[src/rtl/nirf_pkg.sv]
// Shared types and constants for the NEC IR frame decoder.
package nirf_pkg;

	localparam int RUN_BITS_DEF = 16;
	localparam int LEN_W        = 10;
	localparam int TOL_W        = 8;
	localparam int CFG_IDX_W    = 3;
	localparam int CFG_DATA_W   = 10;
	localparam int QUEUE_DEPTH  = 4;

	localparam logic [LEN_W-1:0] LEADER_MARK_RST  = LEN_W'(342);
	localparam logic [LEN_W-1:0] LEADER_SPACE_RST = LEN_W'(171);
	localparam logic [LEN_W-1:0] BIT_MARK_RST     = LEN_W'(21);
	localparam logic [LEN_W-1:0] ZERO_SPACE_RST   = LEN_W'(21);
	localparam logic [LEN_W-1:0] ONE_SPACE_RST    = LEN_W'(64);
	localparam logic [TOL_W-1:0] TOLERANCE_RST    = TOL_W'(8);

	typedef enum logic [CFG_IDX_W-1:0] {
		CFG_LEADER_MARK  = 3'd0,
		CFG_LEADER_SPACE = 3'd1,
		CFG_BIT_MARK     = 3'd2,
		CFG_ZERO_SPACE   = 3'd3,
		CFG_ONE_SPACE    = 3'd4,
		CFG_TOLERANCE    = 3'd5
	} cfg_idx_t;

	typedef enum logic [2:0] {
		ST_OK          = 3'd0,
		ST_LEADER_MARK = 3'd1,
		ST_LEADER_SPC  = 3'd2,
		ST_BIT_MARK    = 3'd3,
		ST_BIT_SPACE   = 3'd4,
		ST_CHECK       = 3'd5,
		ST_TRUNC       = 3'd6
	} status_t;

	typedef enum logic [1:0] {
		PH_LEADER_MARK  = 2'd0,
		PH_LEADER_SPACE = 2'd1,
		PH_BIT_MARK     = 2'd2,
		PH_BIT_SPACE    = 2'd3
	} phase_t;

	typedef struct packed {
		logic [LEN_W-1:0] leader_mark_len;
		logic [LEN_W-1:0] leader_space_len;
		logic [LEN_W-1:0] bit_mark_len;
		logic [LEN_W-1:0] zero_space_len;
		logic [LEN_W-1:0] one_space_len;
		logic [TOL_W-1:0] tolerance;
	} cfg_t;

	// Classification of one run, independent of the decoder phase.
	typedef struct packed {
		logic lead_mark_ok;
		logic lead_space_ok;
		logic bit_mark_ok;
		logic zero_ok;
		logic one_ok;
		logic last;
	} run_class_t;

endpackage

[src/rtl/nirf_front.sv]
// Front end: compares each run against all length windows.
module nirf_front #(
	parameter int RUN_BITS = nirf_pkg::RUN_BITS_DEF
) (
	input  nirf_pkg::cfg_t       cfg,
	input  logic                 level,
	input  logic [RUN_BITS-1:0]  run_length,
	input  logic                 last_run,
	output nirf_pkg::run_class_t cls
);
	import nirf_pkg::*;

	localparam int EW = RUN_BITS + 1;

	logic [EW-1:0] run_ext;
	logic [EW-1:0] run_plus_tol;

	function automatic logic in_closed(input logic [EW-1:0] rpt, input logic [EW-1:0] run,
		input logic [LEN_W-1:0] nom, input logic [TOL_W-1:0] tol);
		logic [LEN_W:0] hi;
		hi = (LEN_W+1)'(nom) + (LEN_W+1)'(tol);
		return (rpt >= EW'(nom)) && (run <= EW'(hi));
	endfunction

	function automatic logic in_open(input logic [EW-1:0] rpt, input logic [EW-1:0] run,
		input logic [LEN_W-1:0] nom, input logic [TOL_W-1:0] tol);
		logic [LEN_W:0] hi;
		hi = (LEN_W+1)'(nom) + (LEN_W+1)'(tol);
		return (rpt > EW'(nom)) && (run < EW'(hi));
	endfunction

	assign run_ext      = EW'(run_length);
	assign run_plus_tol = run_ext + EW'(cfg.tolerance);

	always_comb begin
		cls.lead_mark_ok  = !level && in_closed(run_plus_tol, run_ext,
			cfg.leader_mark_len, cfg.tolerance);
		cls.lead_space_ok = level && in_closed(run_plus_tol, run_ext,
			cfg.leader_space_len, cfg.tolerance);
		cls.bit_mark_ok   = !level && in_closed(run_plus_tol, run_ext,
			cfg.bit_mark_len, cfg.tolerance);
		cls.zero_ok       = level && in_open(run_plus_tol, run_ext,
			cfg.zero_space_len, cfg.tolerance);
		cls.one_ok        = level && in_open(run_plus_tol, run_ext,
			cfg.one_space_len, cfg.tolerance);
		cls.last          = last_run;
	end

endmodule

[src/rtl/nirf_queue.sv]
// Short queue of classified runs between front and back.
module nirf_queue (
	input  logic                 clk,
	input  logic                 arst_n,
	input  logic                 push,
	input  nirf_pkg::run_class_t push_data,
	output logic                 full,
	input  logic                 pop,
	output logic                 not_empty,
	output nirf_pkg::run_class_t pop_data
);
	import nirf_pkg::*;

	localparam int PTR_W = $clog2(QUEUE_DEPTH);
	localparam int CNT_W = $clog2(QUEUE_DEPTH + 1);

	run_class_t       mem_q [QUEUE_DEPTH];
	logic [PTR_W-1:0] wr_ptr_q;
	logic [PTR_W-1:0] rd_ptr_q;
	logic [CNT_W-1:0] count_q;

	assign full      = (count_q == CNT_W'(QUEUE_DEPTH));
	assign not_empty = (count_q != '0);
	assign pop_data  = mem_q[rd_ptr_q];

	always_ff @(posedge clk) begin
		if (push) begin
			mem_q[wr_ptr_q] <= push_data;
		end
	end

	always_ff @(posedge clk or negedge arst_n) begin
		if (!arst_n) begin
			wr_ptr_q <= '0;
			rd_ptr_q <= '0;
			count_q  <= '0;
		end else begin
			if (push) begin
				wr_ptr_q <= (wr_ptr_q == PTR_W'(QUEUE_DEPTH - 1)) ? '0 : wr_ptr_q + 1'b1;
			end
			if (pop) begin
				rd_ptr_q <= (rd_ptr_q == PTR_W'(QUEUE_DEPTH - 1)) ? '0 : rd_ptr_q + 1'b1;
			end
			case ({push, pop})
				2'b10:   count_q <= count_q + 1'b1;
				2'b01:   count_q <= count_q - 1'b1;
				default: count_q <= count_q;
			endcase
		end
	end

	a_no_overflow: assert property (@(posedge clk) disable iff (!arst_n)
		push |-> (!full || pop))
		else $error("queue push while full");

	a_no_underflow: assert property (@(posedge clk) disable iff (!arst_n)
		pop |-> not_empty)
		else $error("queue pop while empty");

	a_count_range: assert property (@(posedge clk) disable iff (!arst_n)
		count_q <= CNT_W'(QUEUE_DEPTH))
		else $error("queue count out of range");

endmodule

[src/rtl/nirf_back.sv]
// Back end: frame state machine, bit assembly and result register.
module nirf_back (
	input  logic                 clk,
	input  logic                 arst_n,
	input  logic                 cls_valid,
	input  nirf_pkg::run_class_t cls,
	output logic                 cls_take,
	output logic                 out_valid,
	input  logic                 out_ready,
	output logic [2:0]           status,
	output logic [7:0]           address,
	output logic [7:0]           addr_high,
	output logic [7:0]           command
);
	import nirf_pkg::*;

	phase_t      phase_q, phase_d;
	logic [4:0]  bit_count_q, bit_count_d;
	logic [31:0] shift_q, shift_d;

	logic        out_valid_q;
	status_t     status_q;
	logic [7:0]  address_q, addr_high_q, command_q;

	logic        step;
	logic        bit_val;
	logic [31:0] shift_new;
	logic        emit;
	status_t     emit_status;
	logic [23:0] emit_data;

	assign cls_take  = cls_valid && (!out_valid_q || out_ready);
	assign step      = cls_take;
	assign bit_val   = !cls.zero_ok;
	assign shift_new = {bit_val, shift_q[31:1]};

	// Next state
	always_comb begin
		phase_d     = phase_q;
		bit_count_d = bit_count_q;
		shift_d     = shift_q;
		if (step) begin
			unique case (phase_q)
				PH_LEADER_MARK: begin
					if (cls.lead_mark_ok) phase_d = PH_LEADER_SPACE;
				end
				PH_LEADER_SPACE: begin
					if (cls.lead_space_ok) begin
						phase_d     = PH_BIT_MARK;
						bit_count_d = '0;
						shift_d     = '0;
					end else begin
						phase_d = PH_LEADER_MARK;
					end
				end
				PH_BIT_MARK: begin
					phase_d = cls.bit_mark_ok ? PH_BIT_SPACE : PH_LEADER_MARK;
				end
				PH_BIT_SPACE: begin
					if ((cls.zero_ok || cls.one_ok) && bit_count_q != 5'd31) begin
						phase_d     = PH_BIT_MARK;
						bit_count_d = bit_count_q + 1'b1;
						shift_d     = shift_new;
					end else begin
						phase_d = PH_LEADER_MARK;
					end
				end
				default: phase_d = PH_LEADER_MARK;
			endcase
			// truncation of a still-open frame
			if (cls.last && phase_d != PH_LEADER_MARK) phase_d = PH_LEADER_MARK;
			if (phase_d == PH_LEADER_MARK || phase_d == PH_LEADER_SPACE) begin
				bit_count_d = '0;
				shift_d     = '0;
			end
		end
	end

	// Outputs
	always_comb begin
		emit        = 1'b0;
		emit_status = ST_OK;
		emit_data   = '0;
		unique case (phase_q)
			PH_LEADER_MARK: begin
				emit        = !cls.lead_mark_ok || cls.last;
				emit_status = !cls.lead_mark_ok ? ST_LEADER_MARK : ST_TRUNC;
			end
			PH_LEADER_SPACE: begin
				emit        = !cls.lead_space_ok || cls.last;
				emit_status = !cls.lead_space_ok ? ST_LEADER_SPC : ST_TRUNC;
			end
			PH_BIT_MARK: begin
				emit        = !cls.bit_mark_ok || cls.last;
				emit_status = !cls.bit_mark_ok ? ST_BIT_MARK : ST_TRUNC;
			end
			PH_BIT_SPACE: begin
				if (!(cls.zero_ok || cls.one_ok)) begin
					emit        = 1'b1;
					emit_status = ST_BIT_SPACE;
				end else if (bit_count_q == 5'd31) begin
					emit = 1'b1;
					if ((shift_new[23:16] ^ shift_new[31:24]) != 8'hFF) begin
						emit_status = ST_CHECK;
					end else begin
						emit_status = ST_OK;
						emit_data   = shift_new[23:0];
					end
				end else begin
					emit        = cls.last;
					emit_status = ST_TRUNC;
				end
			end
			default: begin
				emit        = 1'b0;
				emit_status = ST_OK;
			end
		endcase
	end

	always_ff @(posedge clk or negedge arst_n) begin
		if (!arst_n) begin
			phase_q     <= PH_LEADER_MARK;
			bit_count_q <= '0;
			shift_q     <= '0;
			out_valid_q <= 1'b0;
		end else begin
			phase_q     <= phase_d;
			bit_count_q <= bit_count_d;
			shift_q     <= shift_d;
			if (step) begin
				out_valid_q <= emit;
			end else if (out_ready) begin
				out_valid_q <= 1'b0;
			end
		end
	end

	always_ff @(posedge clk) begin
		if (step && emit) begin
			status_q    <= emit_status;
			address_q   <= emit_data[7:0];
			addr_high_q <= emit_data[15:8];
			command_q   <= emit_data[23:16];
		end
	end

	assign out_valid = out_valid_q;
	assign status    = status_q;
	assign address   = address_q;
	assign addr_high = addr_high_q;
	assign command   = command_q;

	a_err_zero_payload: assert property (@(posedge clk) disable iff (!arst_n)
		(out_valid_q && status_q != ST_OK) |->
		(address_q == 8'h00 && addr_high_q == 8'h00 && command_q == 8'h00))
		else $error("error result carries nonzero payload");

	a_count_idle: assert property (@(posedge clk) disable iff (!arst_n)
		(phase_q == PH_LEADER_MARK || phase_q == PH_LEADER_SPACE) |->
		(bit_count_q == 5'd0 && shift_q == 32'd0))
		else $error("frame state not cleared outside data phase");

	a_last_ends_frame: assert property (@(posedge clk) disable iff (!arst_n)
		(step && cls.last) |=> (phase_q == PH_LEADER_MARK))
		else $error("last run left a frame open");

	a_result_after_last: assert property (@(posedge clk) disable iff (!arst_n)
		(step && cls.last) |=> out_valid_q)
		else $error("last run produced no result");

endmodule

[src/rtl/nec_ir_frame_decoder_top.sv]
// Top level of the NEC IR frame decoder: config registers, front, queue, back.
//
//  channel | signals                                        | direction
//  --------+------------------------------------------------+----------
//  in      | in_valid/in_ready, level, run_length, last_run | sink
//  out     | out_valid/out_ready, status, address,          | source
//          | addr_high, command                             |
//  cfg     | cfg_valid/cfg_ready, cfg_index, cfg_data       | sink
//
// One run per cycle while the queue has room. The window compare is combinational into
// the queue register; the state machine step that pops a run loads out_valid and the result.
// The four-entry queue absorbs output stalls; in_ready drops only when it is full.
// cfg_ready is always high. Reset loads the nominal NEC timing and waits for a leader mark.
module nec_ir_frame_decoder_top #(
	parameter int RUN_BITS = nirf_pkg::RUN_BITS_DEF
) (
	input  logic                            clk,
	input  logic                            arst_n,
	input  logic                            in_valid,
	output logic                            in_ready,
	input  logic                            level,
	input  logic [RUN_BITS-1:0]             run_length,
	input  logic                            last_run,
	output logic                            out_valid,
	input  logic                            out_ready,
	output logic [2:0]                      status,
	output logic [7:0]                      address,
	output logic [7:0]                      addr_high,
	output logic [7:0]                      command,
	input  logic                            cfg_valid,
	output logic                            cfg_ready,
	input  logic [nirf_pkg::CFG_IDX_W-1:0]  cfg_index,
	input  logic [nirf_pkg::CFG_DATA_W-1:0] cfg_data
);
	import nirf_pkg::*;

	cfg_t       cfg_q;
	run_class_t front_cls;
	run_class_t back_cls;
	logic       queue_full;
	logic       queue_not_empty;
	logic       queue_pop;
	logic       in_take;

	assign cfg_ready = 1'b1;
	assign in_ready  = !queue_full;
	assign in_take   = in_valid && in_ready;

	always_ff @(posedge clk or negedge arst_n) begin
		if (!arst_n) begin
			cfg_q.leader_mark_len  <= LEADER_MARK_RST;
			cfg_q.leader_space_len <= LEADER_SPACE_RST;
			cfg_q.bit_mark_len     <= BIT_MARK_RST;
			cfg_q.zero_space_len   <= ZERO_SPACE_RST;
			cfg_q.one_space_len    <= ONE_SPACE_RST;
			cfg_q.tolerance        <= TOLERANCE_RST;
		end else if (cfg_valid && cfg_ready) begin
			unique case (cfg_index)
				CFG_LEADER_MARK:  cfg_q.leader_mark_len  <= cfg_data;
				CFG_LEADER_SPACE: cfg_q.leader_space_len <= cfg_data;
				CFG_BIT_MARK:     cfg_q.bit_mark_len     <= cfg_data;
				CFG_ZERO_SPACE:   cfg_q.zero_space_len   <= cfg_data;
				CFG_ONE_SPACE:    cfg_q.one_space_len    <= cfg_data;
				CFG_TOLERANCE:    cfg_q.tolerance        <= cfg_data[TOL_W-1:0];
				default:          cfg_q                  <= cfg_q;
			endcase
		end
	end

	nirf_front #(
		.RUN_BITS (RUN_BITS)
	) u_front (
		.cfg        (cfg_q),
		.level      (level),
		.run_length (run_length),
		.last_run   (last_run),
		.cls        (front_cls)
	);

	nirf_queue u_queue (
		.clk       (clk),
		.arst_n    (arst_n),
		.push      (in_take),
		.push_data (front_cls),
		.full      (queue_full),
		.pop       (queue_pop),
		.not_empty (queue_not_empty),
		.pop_data  (back_cls)
	);

	nirf_back u_back (
		.clk       (clk),
		.arst_n    (arst_n),
		.cls_valid (queue_not_empty),
		.cls       (back_cls),
		.cls_take  (queue_pop),
		.out_valid (out_valid),
		.out_ready (out_ready),
		.status    (status),
		.address   (address),
		.addr_high (addr_high),
		.command   (command)
	);

endmodule
[config.mk]
export PLATFORM = sky130hd
export DESIGN_NAME = nec_ir_frame_decoder_top
export DESIGN_NICKNAME = d
export VERILOG_FILES = /design/src/rtl/nirf_pkg.sv /design/src/rtl/nirf_front.sv /design/src/rtl/nirf_queue.sv /design/src/rtl/nirf_back.sv /design/src/rtl/nec_ir_frame_decoder_top.sv
export SDC_FILE = /design/constraint.sdc
export NUM_CORES = 1
export LEC_CHECK = 0
export BUFFER_PORTS_ARGS = -buffer_cell sky130_fd_sc_hd__buf_2
export CORE_ASPECT_RATIO = 0.8
export CORE_UTILIZATION = 56
export DETAILED_ROUTE_END_ITERATION = 6
export MAX_ROUTING_LAYER = met4
export PLACE_DENSITY = 0.85
export SYNTH_ARGS = -nofsm -noshare
export SYNTH_HDL_FRONTEND = slang
export SYNTH_SLANG_ARGS = --single-unit
[constraint.sdc]
create_clock -name clk -period 4.9 [get_ports clk]
set_input_delay 0.98 -clock clk [delete_from_list [all_inputs] [get_ports clk]]
set_output_delay 0.98 -clock clk [all_outputs]
set_load 0.03 [all_outputs]
==> impl_metrics.yaml, run 1 <==
timing:
  slew_violations: 0
  setup_ws_ns: 0.671
  fin_setup_tns_ns: 0
  finalHoldViolCount: 0
  slew_headroom_pct: 23.4
  fin_skew_ns: 0.0121
  min_period_ns: 4.23
  tightest_slew_ns: 1.15
  period_share_pct: 86.3
  rsz0062_at_grt: "false"
  timing.fmax_mhz: 236
  setup_viol: 0
power:
  vdd_drop_max_mv: 0.321
  static-leakage-power_nw: 5.41
  p_per_area_nw_per_um2: 549
detailed_routing:
  antenna_left: 0
  wl_mm: 25.1
  dr.pass1.iters: 5
  drt_iter0_drc: 604
  drc: 0
  via_per_inst: 5.91
  via_count: 8162
  wl_per_cell_um: 18.2
floorplanning:
  pin_count: 66
  die_y_um: 126
  start_util_pct: 58.2
  die_w_um: 157
  num_rows: 44
  fp.coreArea_um2: 18500
  die_area_um2: 19800
grt:
  grt_max_degree: 64
  grt_pass1_vias: 8098
  overflow: 0
  antenna_found_initial: 1
  grt_use_total_pct: 28.1
  grt_pass1_wl_mm: 41.3
clock_network:
  cts_setup_buffers: 0
  clockBufferDepth: 2
  clkLatencyLatePin_ns: 0.44
  clkTransAtPathRegs_ns: 0.08
  h-tree-depth: 4
  numClockSinks: 155
  tritoncts: "yes"
  cts_hold_buffers: 0
  postCtsResizedCells: 0
  cts-root-buf: "clkbuf_16"
  cts-buffers-inserted: 17
place:
  place_worst_setup_slack_ns: 0.368
  hpwl_mm: 19.4
  gp_congestion: 0.934
  post_dp_cell_area_um2: 11300
  portBuffers: 64
synth:
  ys_warn_count: 0
  synthTopCellsByCount: "ha_1 (163), o21ai_0 (90), dfrtp_1 (86), nand2_1 (83), inv_1 (77)"
  synth-edff-count: 51
  yosysMostFrequentCell: "ha_1"
  syn_area_um2: 10800
  yosysUniqueCellTypes: 67
  syn_inst: 1040
  synth.avg_cell_area_um2: 10.4
  synth-async-reset-ratio_pct: 67.1
  synthTopCellsByArea: "dfrtp_1 (20%), ha_1 (19%), edfxtp_1 (14%)"
  yosysSeqAreaShare_pct: 38.6
  yosysTopAreaCell: "dfrtp_1"
  synth-seq-cells: 155
  synth_nets: 1246
  ys.flop_type: "dfrtp_1"
  yosys.area.top_type_share_pct: 20.0
layout:
  layout-drive-gt1-share_pct: 15.1
  design_area_um2: 12000
  syn2layout_area_growth_pct: 11.2
  fillers: 1459
  layout.nets: 1319
run_status:
  status: "completed"
setup_path:
  end_kind: "flip-flop"
  cp_common_cell: "a21oi_1"
  cp_slowest_cell: "a2111oi_0"
  slowest_delay_ns: 0.86
  crit_chain: "ha_1, inv_1, fa_1, nor2b_1, o21ai_0, nand2b_1, a21o_1, a21oi_1, o21ai_0, xnor2_1, ha_1, nand4_1, nor3_1, a21oi_1, nor2_1, a21oi_1, a2111oi_0"
  worstSetupPathType: "reg -> reg"
  required_ns: 5.00
  worstRegToRegCells: 17
  worstSetupStartpointType: "flip-flop"
  crit_arrival_ns: 4.33
  cp_max_fo: 7
run:
  drv_cap: 0
min_path:
  min_delay_path_depth: 1
  hold_path_class: "reg -> reg"
## layer usage
metal	part of all wire [%]	wire (µm)	vias to the layer above	track usage [%]
met5	0	0	-	-
met4	1.6	396	0	7.88
met3	7.7	1920	35	5.51
met2	44	11000	272	41.1
met1	47	11700	3913	39.7
li1	-	-	3942	-
## per-stage QoR
| step | std cells | power, mW | hold WS [ns] | utilization, % |
|---|---|---|---|---|
| 3_5_place_dp | 1347 | 5.18 | 0.467 | 61.4 |
| 6_report | 1380 | 6.57 | 0.485 | 64.7 |
| 5_1_grt | 1380 | 7.07 | 0.501 | 64.7 |
| 2_1_floorplan | 1040 | 4.39 | 0.437 | - |
| 4_1_cts | 1379 | 6.56 | 0.482 | 64.7 |
| 3_3_place_gp | 1347 | 5.05 | 0.462 | 61.4 |
## cells by family (layout without fill, tap and decap cells)
kind of cell               Yosys count  count (layout)  share of synthesized area [%]
AOI/OAI and AO/OA                  269             269                           16.1
and+or+nand+nor                    261             261                           12.6
adders and majority gates          170             170                           20.2
DFF                                155             155                           38.6
buffers and inverters               97             183                           4.00
xor gates and xnor gates            57              57                           4.64
muxes                               30              30                           3.81
other                                1               2                         0.0348
## critical path: cells and delay by family, from the launching register on
family / cells / cell delay [ns]
compound gates: 7 / 1.61
fa+ha+maj: 3 / 0.94
simple gates: 5 / 0.66
flops: 1 / 0.53
xor+xnor: 1 / 0.11
buf+inv: 1 / 0.06
## layout make-up
class / instances / area, µm² / share of cell area, %
tap: 253 / 317 / 2.64
inverter: 78 / 293 / 2.45
sequential: 155 / 4160 / 34.7
timing repair buffer: 73 / 390 / 3.26
multi-input combinational: 788 / 6190 / 51.7
antenna: 1 / 2.50 / 0.0209
clock inverter: 15 / 193 / 1.61
clock buffer: 17 / 425 / 3.55
## registers in the layout, indices dropped and copies added, names as in the netlist, 3 cells and up
register,flops
cfg_q,58
u_back.addr_high,8
u_back.address,8
u_back.bit_count_q,5
u_back.command,8
u_back.shift_q,31
u_back.status,3
u_queue.count_q,3
u_queue.mem_q,24
## cells in the final DEF, fill, tap and decap left out, types with 5 or more instances in the layout
master and instances:
mux2_2 22, nand4_1 10, dfstp_2 18, xnor2_1 34
nor3_1 12, inv_1 77, a211oi_1 10, a22o_1 28
a21boi_0 6, nand3_1 20, nor4_1 6, xor2_1 23
o21ai_0 90, and3_1 7, nor2_1 35, edfxtp_1 51
fa_1 7, o211ai_1 7, o21a_1 10, buf_2 63
buf_4 10, a41oi_1 5, dfrtp_1 86, clkinv_8 7
and2_1 29, clkbuf_16 17, a21oi_1 57, a21o_1 19
ha_1 163, nor2b_1 23, nand2b_1 17, nand2_1 83
## path summary, 6_finish.rpt
check                                       from                     to  slack [ns]
max                                     cfg_q[0]    u_queue.mem_q[3][5]        0.67
min                        u_back.bit_count_q[3]  u_back.bit_count_q[3]        0.49
max reg2reg                             cfg_q[0]    u_queue.mem_q[3][5]        0.67
min reg2reg                u_back.bit_count_q[3]  u_back.bit_count_q[3]        0.49
max in group asynchronous                 arst_n              cfg_q[39]        3.22
min in group asynchronous                 arst_n     u_back.shift_q[20]        0.62
## where the power goes
group / leakage [nW] / internal [mW] / switching [mW]
clock: 0.295 / 0.695 / 0.655
combinational: 3.32 / 1.32 / 1.96
sequential: 1.79 / 1.72 / 0.214
Note: power is estimated with default switching activity, not from simulation.
==> inputs of run 2 (changes only) <==
--- a/config.mk
+++ b/config.mk
@@ -6,11 +6,13 @@
 export NUM_CORES = 1
 export LEC_CHECK = 0
 export BUFFER_PORTS_ARGS = -buffer_cell sky130_fd_sc_hd__buf_2
+export CELL_PAD_IN_SITES_DETAIL_PLACEMENT = 2
+export CELL_PAD_IN_SITES_GLOBAL_PLACEMENT = 2
 export CORE_ASPECT_RATIO = 0.8
-export CORE_UTILIZATION = 56
+export CORE_UTILIZATION = 41
 export DETAILED_ROUTE_END_ITERATION = 6
 export MAX_ROUTING_LAYER = met4
-export PLACE_DENSITY = 0.85
+export PLACE_DENSITY = 0.92
 export SYNTH_ARGS = -nofsm -noshare
 export SYNTH_HDL_FRONTEND = slang
 export SYNTH_SLANG_ARGS = --single-unit
==> run 2 against run 1 <==
Net effect: non-clock buffer count up 4; sequential share of layout area down 0.42 points; via count up 10%; routed wire length up 62%; critical path depth down 3; die area up 36%; global-route usage up 4.5 points; count of clock-buffer cells in the layout unchanged; maximum frequency down 8.2%; combinational power up 17%; sequential power about the same; highest routed layer unchanged.
==> impl_metrics.yaml, run 2 (synthesis gave the netlist of run 1 again) <==
run_status:
  status: "completed"
timing:
  rsz0062_at_grt: "false"
  period_share_pct: 94.0
  min_period_ns: 4.61
  finalHoldViolCount: 0
  slew_headroom_pct: 3.74
  fin_skew_ns: 0.0178
  fin_setup_tns_ns: 0
  tightest_slew_ns: 1.44
  slew_violations: 0
  setup_viol: 0
  timing.fmax_mhz: 217
grt:
  grt_pass1_wl_mm: 62.9
  grt_pass1_vias: 10359
  use_met2_pct: 53.8
  busiest_layer: "met2"
  antenna_found_initial: 4
  grt_use_total_pct: 32.6
  overflow: 0
  grt_max_degree: 40
  use_met3_pct: 7.66
  grt_use_met1_pct: 38.3
layout:
  layout-drive-gt1-share_pct: 15.6
  top_register: "cfg_q"
  final_common_cell: "ha_1"
  fillers: 2632
  multi_input_area_um2: 6200
  syn2layout_area_growth_pct: 12.5
  final_cells: 1484
  largest_register_ffs: 58
  design_area_um2: 12100
  top_regs: "cfg_q (58), u_back.shift_q (31), u_queue.mem_q (24)"
  finish.utilization_pct: 47.4
  layout.nets: 1323
  layout_common_cells: "ha_1 (163), o21ai_0 (90), dfrtp_1 (86)"
  seq_area_um2: 4160
floorplanning:
  pin_count: 66
  die_area_um2: 26900
  die_w_um: 183
  num_rows: 52
  start_util_pct: 42.1
  die_y_um: 147
  fp.coreArea_um2: 25600
clock_network:
  clkLatencyLatePin_ns: 0.47
  cts_hold_buffers: 0
  cts-buffers-inserted: 17
  cts-root-buf: "clkbuf_16"
  h-tree-depth: 4
  tritoncts: "yes"
  clkTransAtPathRegs_ns: 0.08
  clockBufferDepth: 2
  numClockSinks: 155
setup_path:
  worstSetupStartpointType: "input pin"
  worstRegToRegCells: 14
  end_kind: "flip-flop"
  path_buf_inv: 1
  required_ns: 5.03
  cpLargestDelayFamily: "compound AO/OA/AOI/OAI gates"
  r2r_start: "cfg_q[3]"
  crit_arrival_ns: 4.73
  crit_chain: "buf_2, ha_1, a211oi_1, o21bai_1, and2_1, o21ai_0, nand2b_1, a21oi_1, xnor2_1, ha_1, o2111ai_1, o21ai_0, a21oi_1, a2111oi_0"
  rrSetupSlack_ns: 0.32
  cp_max_fo: 7
  worstReg2RegEnd: "u_queue.mem_q[3][5]"
  cp_slowest_cell: "a2111oi_0"
  worstSetupPathType: "in -> reg"
  slowest_delay_ns: 0.89
detailed_routing:
  via_per_inst: 6.05
  drt_iter0_drc: 618
  dr.pass1.iters: 5
  antenna_left: 0
  wl_mm: 40.6
  wl_per_cell_um: 27.4
  via_count: 8978
  drc: 0
power:
  static-leakage-power_nw: 5.42
  p_per_area_nw_per_um2: 594
  vdd_drop_max_mv: 0.377
run:
  drv_cap: 0
place:
  placedCellCount: 1449
  hpwl_mm: 28.1
  portBuffers: 64
  post_dp_cell_area_um2: 11500
  gp_congestion: 0.878
min_path:
  hold_path_class: "in -> async"
## run 2: cell types whose count changed in the layout (fill, tap and decap cells not counted), sizes merged
| cell | change |
|---|---|
| clkinv | -3 |
| diode | +2 |
| buf | +4 |
| clkinvlp | +1 |
| inv | +2 |
## run 2: how the worst max path moves through the flow
stage                              from                  end  cells past startpoint
after global placement    run_length[1]  u_queue.mem_q[2][5]                     14
after CTS                      cfg_q[1]  u_queue.mem_q[0][4]                     17
after detailed placement  run_length[1]  u_queue.mem_q[2][5]                     14
after global routing      run_length[1]  u_queue.mem_q[1][5]                     14
final                     run_length[1]  u_queue.mem_q[3][5]                     14
after floorplan           run_length[1]  u_queue.mem_q[0][5]                     13
## run 2: per-stage QoR
stage	hold slack [ns]	setup slack [ns]	power, mW
floorplan	0.437	1.17	4.39
global placement	0.465	0.536	5.17
detailed placement	0.485	-0.116	5.53
CTS	0.429	0.240	7.18
global route	0.445	0.0713	7.57
finish	0.439	0.294	7.20
## run 2: metal layers
layer	wire [µm]	up-vias
li1	-	3927
met1	16900	4610
met2	19800	322
met3	2490	119
met4	1470	0
met5	0	-
## run 2: power by group
| part | switching, mW | leakage (nW) | internal, mW |
|---|---|---|---|
| logic | 2.43 | 3.34 | 1.41 |
| clock network | 0.704 | 0.287 | 0.689 |
| registers | 0.240 | 1.79 | 1.72 |
| total | 3.38 | 5.42 | 3.82 |
## run 2: what timing repair did
item / CTS / global route
setup buffers: 0 / 0
endpoints found under the setup margin: 0 / 4
resized for setup: 0 / 1
## run 2: area by class of cell
class	count	share of cell area, %
well taps	351	3.63
clock inverters	15	1.40
inverters	78	2.42
repair buffers	77	3.47
multi-input cells	788	51.2
flip-flops and latches	155	34.3
diodes	3	0.0620
clock buffers	17	3.51
